<file path="config.mk">
export PLATFORM = sky130hd
export DESIGN_NAME = detector_row_decode_top
export DESIGN_NICKNAME = d
export VERILOG_FILES = /design/src/drd_pkg.sv /design/src/detector_row_decode_top.sv
export SDC_FILE = /design/constraint.sdc
export NUM_CORES = 2
export LEC_CHECK = 0
export ABC_AREA = 1
export BUFFER_PORTS_ARGS = -buffer_cell sky130_fd_sc_hd__buf_2
export CAP_MARGIN = 20
export CORE_MARGIN = 5
export CORE_UTILIZATION = 61
export DETAILED_ROUTE_END_ITERATION = 8
export GPL_TIMING_DRIVEN = 0
export PLACE_DENSITY_LB_ADDON = 0.15
export SLEW_MARGIN = 20
export SYNTH_ARGS = -nofsm -noshare
export SYNTH_HDL_FRONTEND = slang
export SYNTH_SLANG_ARGS = --single-unit
</file>
<file path="constraint.sdc">
create_clock -name clk -period 31.2 [get_ports clk]
set_clock_uncertainty 0.1 [all_clocks]
set_input_delay 3.12 -clock clk [delete_from_list [all_inputs] [get_ports clk]]
set_output_delay 3.12 -clock clk [all_outputs]
set_load 0.05 [all_outputs]
</file>
<file path="src/drd_pkg.sv">
// ----------------------------------------------------------------------------
// drd_pkg: shared definitions for the detector row decoder
// Field widths, register indexes, reset values and the pixel conversion
// helpers used by the decoder and its port checker.
// ----------------------------------------------------------------------------
package drd_pkg;

  localparam int unsigned ElemW    = 28;  // Q12.16 element
  localparam int unsigned ScaleW   = 16;  // Q4.12 scale
  localparam int unsigned ScoreW   = 17;  // Q1.16 score, up to 1.0
  localparam int unsigned ClassW   = 8;
  localparam int unsigned PosW     = 9;   // element position within a row
  localparam int unsigned GeomW    = ElemW + ScaleW;  // Q16.28 product
  localparam int unsigned GeomN    = 4;   // cx, cy, w, h
  localparam int unsigned GeomSelW = 2;
  localparam int unsigned EdgeAccW = GeomW + 2;       // 2*center - size, signed
  localparam int unsigned RowIdxW  = 14;
  localparam int unsigned EdgeW    = 16;
  localparam int unsigned SizeW    = 15;
  localparam int unsigned CfgIdxW  = 3;
  localparam int unsigned CfgDataW = 17;

  localparam int unsigned MaxRowsDefault = 16384;
  localparam logic [ClassW-1:0] MaxClasses = 8'd255;
  localparam logic [ScoreW-1:0] ScoreOne   = 17'h10000;

  // Register reset values.
  localparam logic                FormatModeRst = 1'b0;
  localparam logic [ClassW-1:0]   NumClassesDef = 8'd80;
  localparam logic [ScoreW-1:0]   ConfThreshRst = 17'd16384;
  localparam logic [ScaleW-1:0]   ScaleRst      = 16'd4096;

  typedef enum logic [CfgIdxW-1:0] {
    CFG_FORMAT_MODE    = 3'd0,
    CFG_NUM_CLASSES    = 3'd1,
    CFG_CONF_THRESHOLD = 3'd2,
    CFG_X_SCALE        = 3'd3,
    CFG_Y_SCALE        = 3'd4
  } cfg_idx_t;

  // Signed edge in units of 2^-29 pixel: truncate toward zero, saturate.
  function automatic logic signed [EdgeW-1:0] edge_px(input logic signed [EdgeAccW-1:0] v);
    logic [EdgeAccW-1:0] mag;
    logic [EdgeAccW-30:0] p;
    logic signed [EdgeW-1:0] res;
    mag = v[EdgeAccW-1] ? EdgeAccW'(-v) : EdgeAccW'(v);
    p   = mag[EdgeAccW-1:29];
    if (v[EdgeAccW-1]) begin
      if (p > (EdgeAccW-29)'(32768)) res = 16'sh8000;
      else                           res = EdgeW'(~p + 1'b1);
    end else begin
      if (p > (EdgeAccW-29)'(32767)) res = 16'sh7fff;
      else                           res = EdgeW'(p);
    end
    return res;
  endfunction

  // Q16.28 size: truncate to whole pixels, saturate.
  function automatic logic [SizeW-1:0] size_px(input logic [GeomW-1:0] g);
    logic [GeomW-29:0] p;
    p = g[GeomW-1:28];
    return (p > (GeomW-28)'(32767)) ? SizeW'(32767) : SizeW'(p);
  endfunction

endpackage

</file>
<file path="src/detector_row_decode_top.sv">
// ----------------------------------------------------------------------------
// detector_row_decode_top: streaming decoder for detector output rows
// Takes one row element per transaction and emits at most one candidate box
// per row: best class, its score and the box scaled to image pixels.
// ----------------------------------------------------------------------------
// Pipeline: a result is registered from its closing element in the
// input register, so two register stages lie between the in_ and out_ ports.
// Throughput: one element per cycle, set by the single 28x28 multiplier and the
// running argmax update between the input register and the result register.
// A row-closing element waits only while an earlier result is still stalled.
// Reset (rst_n low, synchronous) empties both stages, clears counts, restores defaults.
module detector_row_decode_top
  #(parameter int unsigned MAX_ROWS = drd_pkg::MaxRowsDefault)
  (
  input  logic                                clk,
  input  logic                                rst_n,
  // element input channel
  input  logic                                in_valid,
  output logic                                in_stall,
  input  logic [drd_pkg::ElemW-1:0]           in_elem_value,
  input  logic                                in_frame_start,
  // result channel
  output logic                                out_valid,
  input  logic                                out_stall,
  output logic [drd_pkg::RowIdxW-1:0]         out_row_index,
  output logic [drd_pkg::ClassW-1:0]          out_class_id,
  output logic [drd_pkg::ScoreW-1:0]          out_score,
  output logic signed [drd_pkg::EdgeW-1:0]    out_box_left,
  output logic signed [drd_pkg::EdgeW-1:0]    out_box_top,
  output logic [drd_pkg::SizeW-1:0]           out_box_width,
  output logic [drd_pkg::SizeW-1:0]           out_box_height,
  // configuration write channel
  input  logic                                cfg_valid,
  output logic                                cfg_ready,
  input  logic [drd_pkg::CfgIdxW-1:0]         cfg_index,
  input  logic [drd_pkg::CfgDataW-1:0]        cfg_data
  );

  import drd_pkg::*;

  localparam int unsigned RowW    = (MAX_ROWS > 1) ? $clog2(MAX_ROWS) : 1;
  localparam int unsigned RowExtW = (RowW > RowIdxW) ? RowW : RowIdxW;
  localparam logic [RowW-1:0] RowLast = RowW'(MAX_ROWS - 1);
  localparam int unsigned ProdW   = 2 * ElemW;
  localparam int unsigned ScW     = ProdW - 16;

  // Configuration registers. The port never pushes back.
  logic              fmt_r;
  logic [ClassW-1:0] ncls_r;
  logic [ScoreW-1:0] thr_r;
  logic [ScaleW-1:0] xs_r;
  logic [ScaleW-1:0] ys_r;

  assign cfg_ready = 1'b1;

  always_ff @(posedge clk) begin
    if (!rst_n) begin
      fmt_r  <= FormatModeRst;
      ncls_r <= NumClassesDef;
      thr_r  <= ConfThreshRst;
      xs_r   <= ScaleRst;
      ys_r   <= ScaleRst;
    end else if (cfg_valid && cfg_ready) begin
      unique case (cfg_idx_t'(cfg_index))
        CFG_FORMAT_MODE:    fmt_r  <= cfg_data[0];
        CFG_NUM_CLASSES:    ncls_r <= cfg_data[ClassW-1:0];
        CFG_CONF_THRESHOLD: thr_r  <= cfg_data[ScoreW-1:0];
        CFG_X_SCALE:        xs_r   <= cfg_data[ScaleW-1:0];
        CFG_Y_SCALE:        ys_r   <= cfg_data[ScaleW-1:0];
        default: ;
      endcase
    end
  end

  // Input register. It refills in the same cycle in which its item moves on,
  // so a stalled result does not hold up elements that close no row.
  logic             in_vld_r;
  logic [ElemW-1:0] in_elem_r;
  logic             in_fs_r;
  logic             go;
  logic             step;

  assign in_stall = in_vld_r && !go;
  assign step     = in_vld_r && go;

  always_ff @(posedge clk) begin
    if (!rst_n) begin
      in_vld_r <= 1'b0;
    end else begin
      in_vld_r <= (in_valid && !in_stall) || (in_vld_r && !go);
    end
  end

  always_ff @(posedge clk) begin
    if (in_valid && !in_stall) begin
      in_elem_r <= in_elem_value;
      in_fs_r   <= in_frame_start;
    end
  end

  // Row state.
  logic [PosW-1:0]   elem_pos_r,   elem_pos_nxt;
  logic [RowW-1:0]   row_cnt_r,    row_cnt_nxt;
  logic [ElemW-1:0]  obj_r,        obj_nxt;
  logic              skip_r,       skip_nxt;
  logic [ScoreW-1:0] best_r,       best_nxt;
  logic [ClassW-1:0] bcls_r,       bcls_nxt;
  logic [GeomW-1:0]  geom_r [GeomN];

  // A frame start restarts the counts before this element is used.
  logic [PosW-1:0]   pos;
  logic [RowW-1:0]   row_cur;
  logic              skip_cur;
  logic [ScoreW-1:0] best_cur;
  logic [ClassW-1:0] bcls_cur;

  assign pos      = in_fs_r ? '0 : elem_pos_r;
  assign row_cur  = in_fs_r ? '0 : row_cnt_r;
  assign skip_cur = in_fs_r ? 1'b0 : skip_r;
  assign best_cur = in_fs_r ? '0 : best_r;
  assign bcls_cur = in_fs_r ? '0 : bcls_r;

  // Classify the element by its position under the current registers.
  logic [ClassW-1:0] ncls_eff;
  logic [ClassW-1:0] last_cidx;
  logic [PosW-1:0]   cls_base;
  logic [PosW-1:0]   cidx_raw;
  logic [ClassW-1:0] cidx;
  logic              geom_ph;
  logic              obj_ph;
  logic              cls_ph;
  logic              row_end;

  always_comb begin
    if (ncls_r == '0)             ncls_eff = ClassW'(1);
    else if (ncls_r > MaxClasses) ncls_eff = MaxClasses;
    else                          ncls_eff = ncls_r;
    last_cidx = ncls_eff - ClassW'(1);
    cls_base  = PosW'(GeomN) + PosW'(fmt_r);
    geom_ph   = pos < PosW'(GeomN);
    obj_ph    = !geom_ph && fmt_r && (pos == PosW'(GeomN));
    cls_ph    = !geom_ph && !obj_ph;
    cidx_raw  = (pos >= cls_base) ? (pos - cls_base) : '0;
    // Any position at or past the last class closes the row as that class.
    row_end   = cls_ph && (cidx_raw >= PosW'(last_cidx));
    cidx      = row_end ? last_cidx : cidx_raw[ClassW-1:0];
  end

  // One shared multiplier: value*scale for geometry, value*objectness for
  // class scores in mode 1.
  logic [ElemW-1:0]  mul_b;
  logic [ProdW-1:0]  prod;
  logic [ScW-1:0]    sc_raw;
  logic [ScoreW-1:0] sc;
  logic [ScoreW-1:0] best_new;
  logic [ClassW-1:0] bcls_new;
  logic              emit;

  always_comb begin
    if (geom_ph) mul_b = ElemW'(pos[0] ? ys_r : xs_r);
    else         mul_b = obj_r;
    prod   = ProdW'(in_elem_r) * ProdW'(mul_b);
    sc_raw = fmt_r ? prod[ProdW-1:16] : ScW'(in_elem_r);
    sc     = (sc_raw > ScW'(ScoreOne)) ? ScoreOne : sc_raw[ScoreW-1:0];
    // Strict compare keeps the earlier class on a tie.
    if (sc > best_cur) begin
      best_new = sc;
      bcls_new = cidx;
    end else begin
      best_new = best_cur;
      bcls_new = bcls_cur;
    end
    emit = row_end && !skip_cur && (best_new >= thr_r);
  end

  // Only a row-closing element needs the result register to be free.
  assign go = !row_end || !out_valid || !out_stall;

  always_comb begin
    elem_pos_nxt = elem_pos_r;
    row_cnt_nxt  = row_cnt_r;
    obj_nxt      = obj_r;
    skip_nxt     = skip_r;
    best_nxt     = best_r;
    bcls_nxt     = bcls_r;
    if (step) begin
      elem_pos_nxt = pos + PosW'(1);
      row_cnt_nxt  = row_cur;
      skip_nxt     = skip_cur;
      best_nxt     = best_cur;
      bcls_nxt     = bcls_cur;
      if (obj_ph) begin
        obj_nxt  = in_elem_r;
        skip_nxt = in_elem_r < ElemW'(thr_r);
      end else if (cls_ph) begin
        best_nxt = best_new;
        bcls_nxt = bcls_new;
      end
      if (row_end) begin
        elem_pos_nxt = '0;
        skip_nxt     = 1'b0;
        best_nxt     = '0;
        bcls_nxt     = '0;
        row_cnt_nxt  = (row_cur == RowLast) ? '0 : row_cur + RowW'(1);
      end
    end
  end

  always_ff @(posedge clk) begin
    if (!rst_n) begin
      elem_pos_r <= '0;
      row_cnt_r  <= '0;
      obj_r      <= '0;
      skip_r     <= 1'b0;
      best_r     <= '0;
      bcls_r     <= '0;
    end else begin
      elem_pos_r <= elem_pos_nxt;
      row_cnt_r  <= row_cnt_nxt;
      obj_r      <= obj_nxt;
      skip_r     <= skip_nxt;
      best_r     <= best_nxt;
      bcls_r     <= bcls_nxt;
    end
  end

  // Scaled geometry, Q16.28. Every row writes all four entries before it can
  // close, so it needs no reset.
  always_ff @(posedge clk) begin
    if (step && geom_ph) begin
      geom_r[pos[GeomSelW-1:0]] <= prod[GeomW-1:0];
    end
  end

  // Box in pixels from the stored geometry: left = (2*cx - w)/2 with the
  // halving folded into the shift.
  logic signed [EdgeAccW-1:0] lx_acc;
  logic signed [EdgeAccW-1:0] ty_acc;
  logic [RowExtW-1:0]         row_ext;

  assign lx_acc  = $signed({1'b0, geom_r[0], 1'b0}) - $signed({2'b00, geom_r[2]});
  assign ty_acc  = $signed({1'b0, geom_r[1], 1'b0}) - $signed({2'b00, geom_r[3]});
  assign row_ext = RowExtW'(row_cur);

  // Result register.
  logic out_valid_r;

  assign out_valid = out_valid_r;

  always_ff @(posedge clk) begin
    if (!rst_n) begin
      out_valid_r <= 1'b0;
    end else begin
      out_valid_r <= (out_valid_r && out_stall) || (step && emit);
    end
  end

  always_ff @(posedge clk) begin
    if (step && emit) begin
      out_row_index  <= row_ext[RowIdxW-1:0];
      out_class_id   <= bcls_new;
      out_score      <= best_new;
      out_box_left   <= edge_px(lx_acc);
      out_box_top    <= edge_px(ty_acc);
      out_box_width  <= size_px(geom_r[2]);
      out_box_height <= size_px(geom_r[3]);
    end
  end

endmodule

</file>
== Word level (Yosys, flattened, before mapping) ==
Memories as Yosys holds them, arrays and structs flattened.
Index checks and enable logic that the tools add are counted.

* Flip-flop bits (word level): 267
* Memory bits (writable): 176
* Input port bits: 54
* Output and inout port bits: 104
* Word-level logic and storage cells: 125
* Memories: 1

{| class="wikitable"
|+ Memory list
! name !! words !! width !! read ports !! clocked after memory_dff !! write ports !! RTL line !! RTL
|-
| geom_r || 4 || 44 || 4 || 0 || 1 || detector_row_decode_top.sv:108 || <nowiki>logic [GeomW-1:0] geom_r [GeomN];</nowiki>
|}

* $add $sub $neg: 11
* Multiply operators: 1
* $lt $le $gt $ge: 14
* Equal/unequal tests: 6
* Multiplexer cells: 36
* Bitwise logic cells: 2
* Reductions and logical operators: 32

{| class="wikitable"
|+ Operators by type and width
! operator !! number
|-
| $mux W16 || 7
|-
| $mux W17 || 6
|-
| $mux W46 || 2
|-
| $neg A46 Y46 || 2
|-
| $sub A45 B44 Y46 || 2
|-
| $mux W8 || 8
|-
| $mul A28 B28 Y56 || 1
|-
| $mux W14 || 3
|-
| $gt A40 B17 Y1 const B || 1
|-
| $mux W40 || 1
|-
| $gt A17 B15 Y1 const B || 2
|-
| $gt A17 B16 Y1 const B || 2
|-
| $add A16 B1 Y16 const B || 2
|-
| $gt A16 B15 Y1 const B || 2
|-
| $not A16 Y16 || 2
|-
| $lt A28 B17 Y1 || 1
|-
| $mux W28 || 1
|-
| $mux W9 || 3
|-
| $ge A17 B17 Y1 || 1
|-
| $gt A17 B17 Y1 || 1
|-
| $add A14 B1 Y14 const B || 1
|-
| $eq A14 B14 Y1 const B || 1
|-
| $logic_and A1 B1 Y1 || 12
|-
| $reduce_and A2 Y1 || 6
|-
| 17 further kinds || 32
|}

== Logic depth before layout (Yosys ltp) ==
* Word-level depth: 16
* Mapped depth: 76
* Depth with buffers taken out: 70

== Worst setup path before layout ==
OpenSTA, ideal clock, no wires.

* Path kind: reg-to-reg
* Start point: register in_fs_r
* End point: register out_box_height[0] in the netlist's numbering (enable)
* Library setup time: 454 ps
* Data arrival time: 13292 ps
* Required time: 30646 ps
* Slack: 17354 ps
* Stages on the path, launching flop included: 71
* Buffers on the path: 6
* Clock period less this slack: 13846 ps
* Cell sequence: edfxtp_1 buf_4 inv_2 buf_2 nand2_2 nand3_1 nor3_1 clkbuf_1 clkbuf_1 o21ai_0 o21ai_1 clkinv_1 nand2_1 fa_1 fa_1 inv_1 fa_1 inv_1 (+35 left out) inv_1 nand2_1 clkinv_1 clkbuf_1 nand4_1 nand2_1 ha_1 nand2_1 o21ai_0 a21o_1 a21oi_1 o21ai_0 nand3_1 a21o_1 a31oi_1 a211o_1 nand4_1 inv_1

* Elaborated cells between the ends (all ways): 32
* Those cells by class: add/sub: 1; mul: 1; order compare: 6; eq/ne: 1; mux: 9; reduce/logical: 14

{| class="wikitable"
|+ RTL lines
! item !! RTL line !! RTL
|-
| start: declaration || detector_row_decode_top.sv:79 || <nowiki>logic in_fs_r;</nowiki>
|-
| start signal: assignment || detector_row_decode_top.sv:97 || <nowiki>in_fs_r <= in_frame_start;</nowiki>
|-
| $mux W9 || detector_row_decode_top.sv:117 || <nowiki>assign pos = in_fs_r ? '0 : elem_pos_r;</nowiki>
|-
| $lt A9 B3 Y1 / $mux W16 (equally long branches) || detector_row_decode_top.sv:140, detector_row_decode_top.sv:160 ||
|-
| $mux W28 || detector_row_decode_top.sv:160 || <nowiki>if (geom_ph) mul_b = ElemW'(pos[0] ? ys_r : xs_r);</nowiki>
|-
| $mul A28 B28 Y56 || detector_row_decode_top.sv:162 || <nowiki>prod = ProdW'(in_elem_r) * ProdW'(mul_b);</nowiki>
|-
| $mux W40 || detector_row_decode_top.sv:163 || <nowiki>sc_raw = fmt_r ? prod[ProdW-1:16] : ScW'(in_elem_r);</nowiki>
|-
| $gt A40 B17 Y1 || detector_row_decode_top.sv:164 || <nowiki>sc = (sc_raw > ScW'(ScoreOne)) ? ScoreOne : sc_raw[ScoreW-1:0];</nowiki>
|-
| $mux W17 || detector_row_decode_top.sv:164 ||
|-
| $gt A17 B17 Y1 || detector_row_decode_top.sv:166 || <nowiki>if (sc > best_cur) begin</nowiki>
|-
| $mux W17 * || detector_row_decode_top.sv:166 ||
|-
| net best_new[2] || detector_row_decode_top.sv:155 || <nowiki>logic [ScoreW-1:0] best_new;</nowiki>
|-
| $ge A17 B17 Y1 * || detector_row_decode_top.sv:173 || <nowiki>emit = row_end && !skip_cur && (best_new >= thr_r);</nowiki>
|-
| $logic_and A1 B1 Y1 * || detector_row_decode_top.sv:173 ||
|-
| $logic_and A1 B1 Y1 * || detector_row_decode_top.sv:259 || <nowiki>if (step && emit) begin</nowiki>
|-
| end signal: assignment || detector_row_decode_top.sv:266 || <nowiki>out_box_height <= size_px(geom_r[3]);</nowiki>
|-
| end: declaration || detector_row_decode_top.sv:31 || <nowiki>output logic [drd_pkg::SizeW-1:0] out_box_height,</nowiki>
|}

Mark *: on every way through the listed nets, which the timed path passes. The rest lies on a longest branch.
A chain may end at the register's enable or synchronous reset.

== Final worst setup path ==
* Start point: register in_fs_r
* End point: register out_box_top[2] in the netlist's numbering (enable)

* Elaborated cells between the ends (all ways): 32
* Those cells by class: add/sub: 1; mul: 1; order compare: 6; eq/ne: 1; mux: 9; reduce/logical: 14

{| class="wikitable"
|+ RTL lines
! item !! RTL line !! RTL
|-
| $mux W9 * || detector_row_decode_top.sv:117 ||
|-
| $lt A9 B3 Y1 / $mux W16 (equally long branches) || detector_row_decode_top.sv:140, detector_row_decode_top.sv:160 ||
|-
| $mux W28 * || detector_row_decode_top.sv:160 ||
|-
| $mul A28 B28 Y56 * || detector_row_decode_top.sv:162 ||
|-
| net prod[43] || detector_row_decode_top.sv:152 || <nowiki>logic [ProdW-1:0] prod;</nowiki>
|-
| $mux W40 * || detector_row_decode_top.sv:163 ||
|-
| $gt A40 B17 Y1 * || detector_row_decode_top.sv:164 ||
|-
| $mux W17 * || detector_row_decode_top.sv:164 ||
|-
| $gt A17 B17 Y1 || detector_row_decode_top.sv:166 ||
|-
| $mux W17 * || detector_row_decode_top.sv:166 ||
|-
| net best_new[1] || detector_row_decode_top.sv:155 ||
|-
| $ge A17 B17 Y1 * || detector_row_decode_top.sv:173 ||
|-
| $logic_and A1 B1 Y1 * || detector_row_decode_top.sv:173 ||
|-
| $logic_and A1 B1 Y1 * || detector_row_decode_top.sv:259 ||
|-
| end signal: assignment || detector_row_decode_top.sv:264 || <nowiki>out_box_top <= edge_px(ty_acc);</nowiki>
|-
| end: declaration || detector_row_decode_top.sv:29 || <nowiki>output logic signed [drd_pkg::EdgeW-1:0] out_box_top,</nowiki>
|}

Marked as above.

==> impl_metrics.csv <==
group,metric,value,unit
synth,avgSynthCellArea,7.29,um^2
synth,ys.flop_type,"edfxtp_1",
sta,fmax,0.0573,GHz
cts,clock_latency,0.65,ns
sta,rsz0062_at_grt,"false",
sta,min_period,17.45,ns
detailed_routing,vias,52688,
worst_setup_path,cp.required,31.37,ns
final_layout,nets,9027,
cts,numCtsBuffers,49,
detailed_routing,drt-pass1-iter-count,9,
sta,slew_headroom,12.2,%
pwr,fin_total_pwr,2.36,mW
sta,slew_viol_final,0,
synth,synth_top_area_share,24.1,%
worst_setup_path,slowest_stage,"clkbuf_1",
floorplanning,coreArea,0.0915,mm^2
synth,synth_area_leaders,"fa_1, edfxtp_1, nand2_1",
final_layout,drive_above_1_share,5.85,%
sta,finalSetupViolCount,0,
global_route,grt.overflow.total,0,
pwr,switching_share,43.8,%
worst_setup_path,reg2reg_slack,13.75,ns
pwr,p_int,1.33,mW
final_layout,design_area,0.0605,mm^2
synth,async_flop_share,0,%
sta,tns,0,ns
global_route,grt_pass1_vias,51809,
floorplanning,fp.dieW,314,um
hold_path,hold-path-cell-count,2,
cts,hold_buffers,0,
worst_setup_path,critPathMaxStageDelay,0.76,ns
cts,clk_path_buf_depth,3,
hold_path,hold_path_class,"flop to flop",
placement,place_area,0.0588,mm^2
detailed_routing,ant_nets,0,
synth,synth_top_area_cell,"fa_1",
synth,ys_warn_count,0,
pwr,pwr-share-comb,43.9,%
cts,cts_tree,"built",
outcome,outcome,"completed",
sta,final-hold-violation-count,0,
worst_setup_path,start_kind,"flop",
pwr,ir_drop,0.0000479,V
sta,period_share,55.9,%
cts,htree_num_levels,2,
synth,ys_seq_area_share,21.2,%
detailed_routing,drt_iter0_drc,5602,
placement,dp_hpwl,165000,um
worst_setup_path,timing.rr.start,"in_fs_r",
floorplanning,start_util,61.4,%
synth,synth_cell_types,55,
global_route,grt_first_pass_wirelength,304000,um
floorplanning,die_area,0.0983,mm^2
sta,setup_slack,13.75,ns
floorplanning,die_h,314,um
synth,syn-cell-area,0.0562,mm^2
worst_setup_path,cp_common_cell,"nand2_1",
pwr,p_leak,30.9,nW
hold_path,hold_end,"obj_r[1]",
detailed_routing,vias_per_cell,5.75,
cts,postCtsSetupRepairBufs,0,
global_route,antenna_found_initial,4,
worst_setup_path,arrival,17.62,ns
detailed_routing,drc_errors,0,
final_layout,area_growth,7.56,%
pwr,switchingPower,1.03,mW
cts,clock-sinks,443,
worst_setup_path,worstSetupStartpoint,"in_fs_r",
sta,max_slew.worst_pin.slew,1.32,ns
worst_setup_path,endpoint_kind,"flop",
job,maxCapViolations,0,
synth,ys_ff_latch,443,
floorplanning,io_pins,158,
hold_path,worst_hold_startpoint,"obj_r[1]",
detailed_routing,routedWlPerCell,22.2,um
pwr,seq_power_share,30.2,%
cts,root_buffer,"clkbuf_16",
pwr,pwr-share-clk,26.0,%
worst_setup_path,crit_fanout,79,
cts,clk_pin_slew,0.06,ns
global_route,grt_usage,40.8,%
synth,syn_inst,7713,
detailed_routing,drt_wl_total,203000,um
worst_setup_path,crit_type,"flop to flop",
worst_setup_path,reg2regPathDepth,72,
worst_setup_path,crit-reg2reg-capture,"out_box_top[2]",
placement,place.gp.congestion,1.07,
placement,io_buffers,156,
floorplanning,rows,111,
synth,synth_edf_count,306,
pwr,powerDensity,39.0,mW/mm^2
synth,syn_nets,8811,
placement,dp_slack,14.46,ns
global_route,grt_max_degree,80,
cts,cts-resized-gates,0,
## worst max-delay path, delay by kind of cell, from the launching register on
| kind | cells | cell delay [ns] |
|---|---|---|
| AOI/OAI and AO/OA | 15 | 3.09 |
| adders and majority gates | 10 | 4.56 |
| buffers and inverters | 20 | 4.72 |
| DFF | 1 | 0.32 |
| and+or+nand+nor | 27 | 4.01 |
## per-stage QoR
step	util, %	hold slack, ns	std cells
after floorplan	-	0.320	7713
after global placement	63.9	0.328	9055
after detailed placement	64.2	0.332	9064
after CTS	66.1	0.342	9156
after global routing	66.1	0.362	9156
final	66.1	0.343	9163
## how the worst max path moves through the flow
| stage | to | slack [ns] |
|---|---|---|
| 3_5_place_dp | out_box_top[4] | 14.46 |
| 6_report | out_box_top[2] | 13.75 |
| 5_1_grt | out_box_top[2] | 13.16 |
| 2_1_floorplan | out_box_height[0] | 17.35 |
| 3_3_place_gp | out_box_top[2] | 12.01 |
| 4_1_cts | out_box_top[4] | 14.39 |
## metal layers
metal	share of wire (%)	wire length [um]	vias up	track usage, %
li1	-	-	23915	-
met1	36	73700	24922	49.9
met2	44	90100	3034	64.4
met3	12	23900	807	12.1
met4	7.6	15500	10	24.3
met5	0.10	210	-	0
## state kept, by name, indices dropped and copies added, names as in the netlist, 15 cells and up
name,cells
geom_r,176
in_elem_r,28
obj_r,28
best_r,17
out_score,17
thr_r,17
out_box_left,16
out_box_top,16
xs_r,16
ys_r,16
out_box_height,15
out_box_width,15
## cells in the mapped netlist, types with 20 or more instances
cell type / count
nor2_1: 910
a21oi_1: 282
clkinv_1: 21
o211ai_1: 26
edfxtp_1: 306
inv_1: 1644
nand2_2: 62
nand4_1: 76
fa_1: 676
ha_1: 368
clkbuf_1: 167
o21ai_0: 195
nand2_1: 2053
nor3_1: 45
nand3_1: 410
nand3b_1: 21
dfxtp_1: 137
nor2_2: 42
xor2_1: 44
inv_2: 20
## logic make-up after synthesis
family,count (synthesis),share of synthesized area (%)
other,1,0.00667
flip-flops,443,21.2
AO/OA/AOI/OAI,606,5.96
buffers and inverters,1895,12.8
XOR/XNOR,54,0.841
AND/OR/NAND/NOR,3670,26.9
adder cells (fa/ha/maj),1044,32.3
## placed cells by master (no fill, tap or decap), drive strengths merged, types with 9 or more instances in the layout
cell    instances
dfxtp         137
a21o           12
nor2          954
clkbuf        226
a211oi         15
nand4          77
a21oi         288
buf           208
edfxtp        306
xor2           44
ha            368
nor3           50
nand2        2117
a31oi          14
o21bai         14
nand3         424
fa            676
nand3b         21
xnor2          10
clkinv         39
or2             9
inv          1668
o21ai         218
o211ai         26
## power by group through the flow
stage,combinational (mW),sequential [mW],clock [mW]
finish,1.04,0.713,0.613
detailed placement,0.996,0.724,0
CTS,1.00,0.712,0.618
global route,1.12,0.713,0.643
global placement,0.974,0.723,0
floorplan,0.615,0.716,0
## cell type report
| class | instances | area [um^2] |
|---|---|---|
| Clock buffer | 59 | 1290 |
| Buffer | 210 | 901 |
| Sequential cell | 443 | 11900 |
| Multi-Input combinational cell | 5375 | 37100 |
| Timing Repair Buffer | 165 | 970 |
| Tap cell | 1186 | 1480 |
| Clock inverter | 33 | 410 |
| Fill cell | 8106 | 31000 |
| Antenna cell | 7 | 17.5 |
| Inverter | 1685 | 6330 |
(Power assumes the default switching activity.)
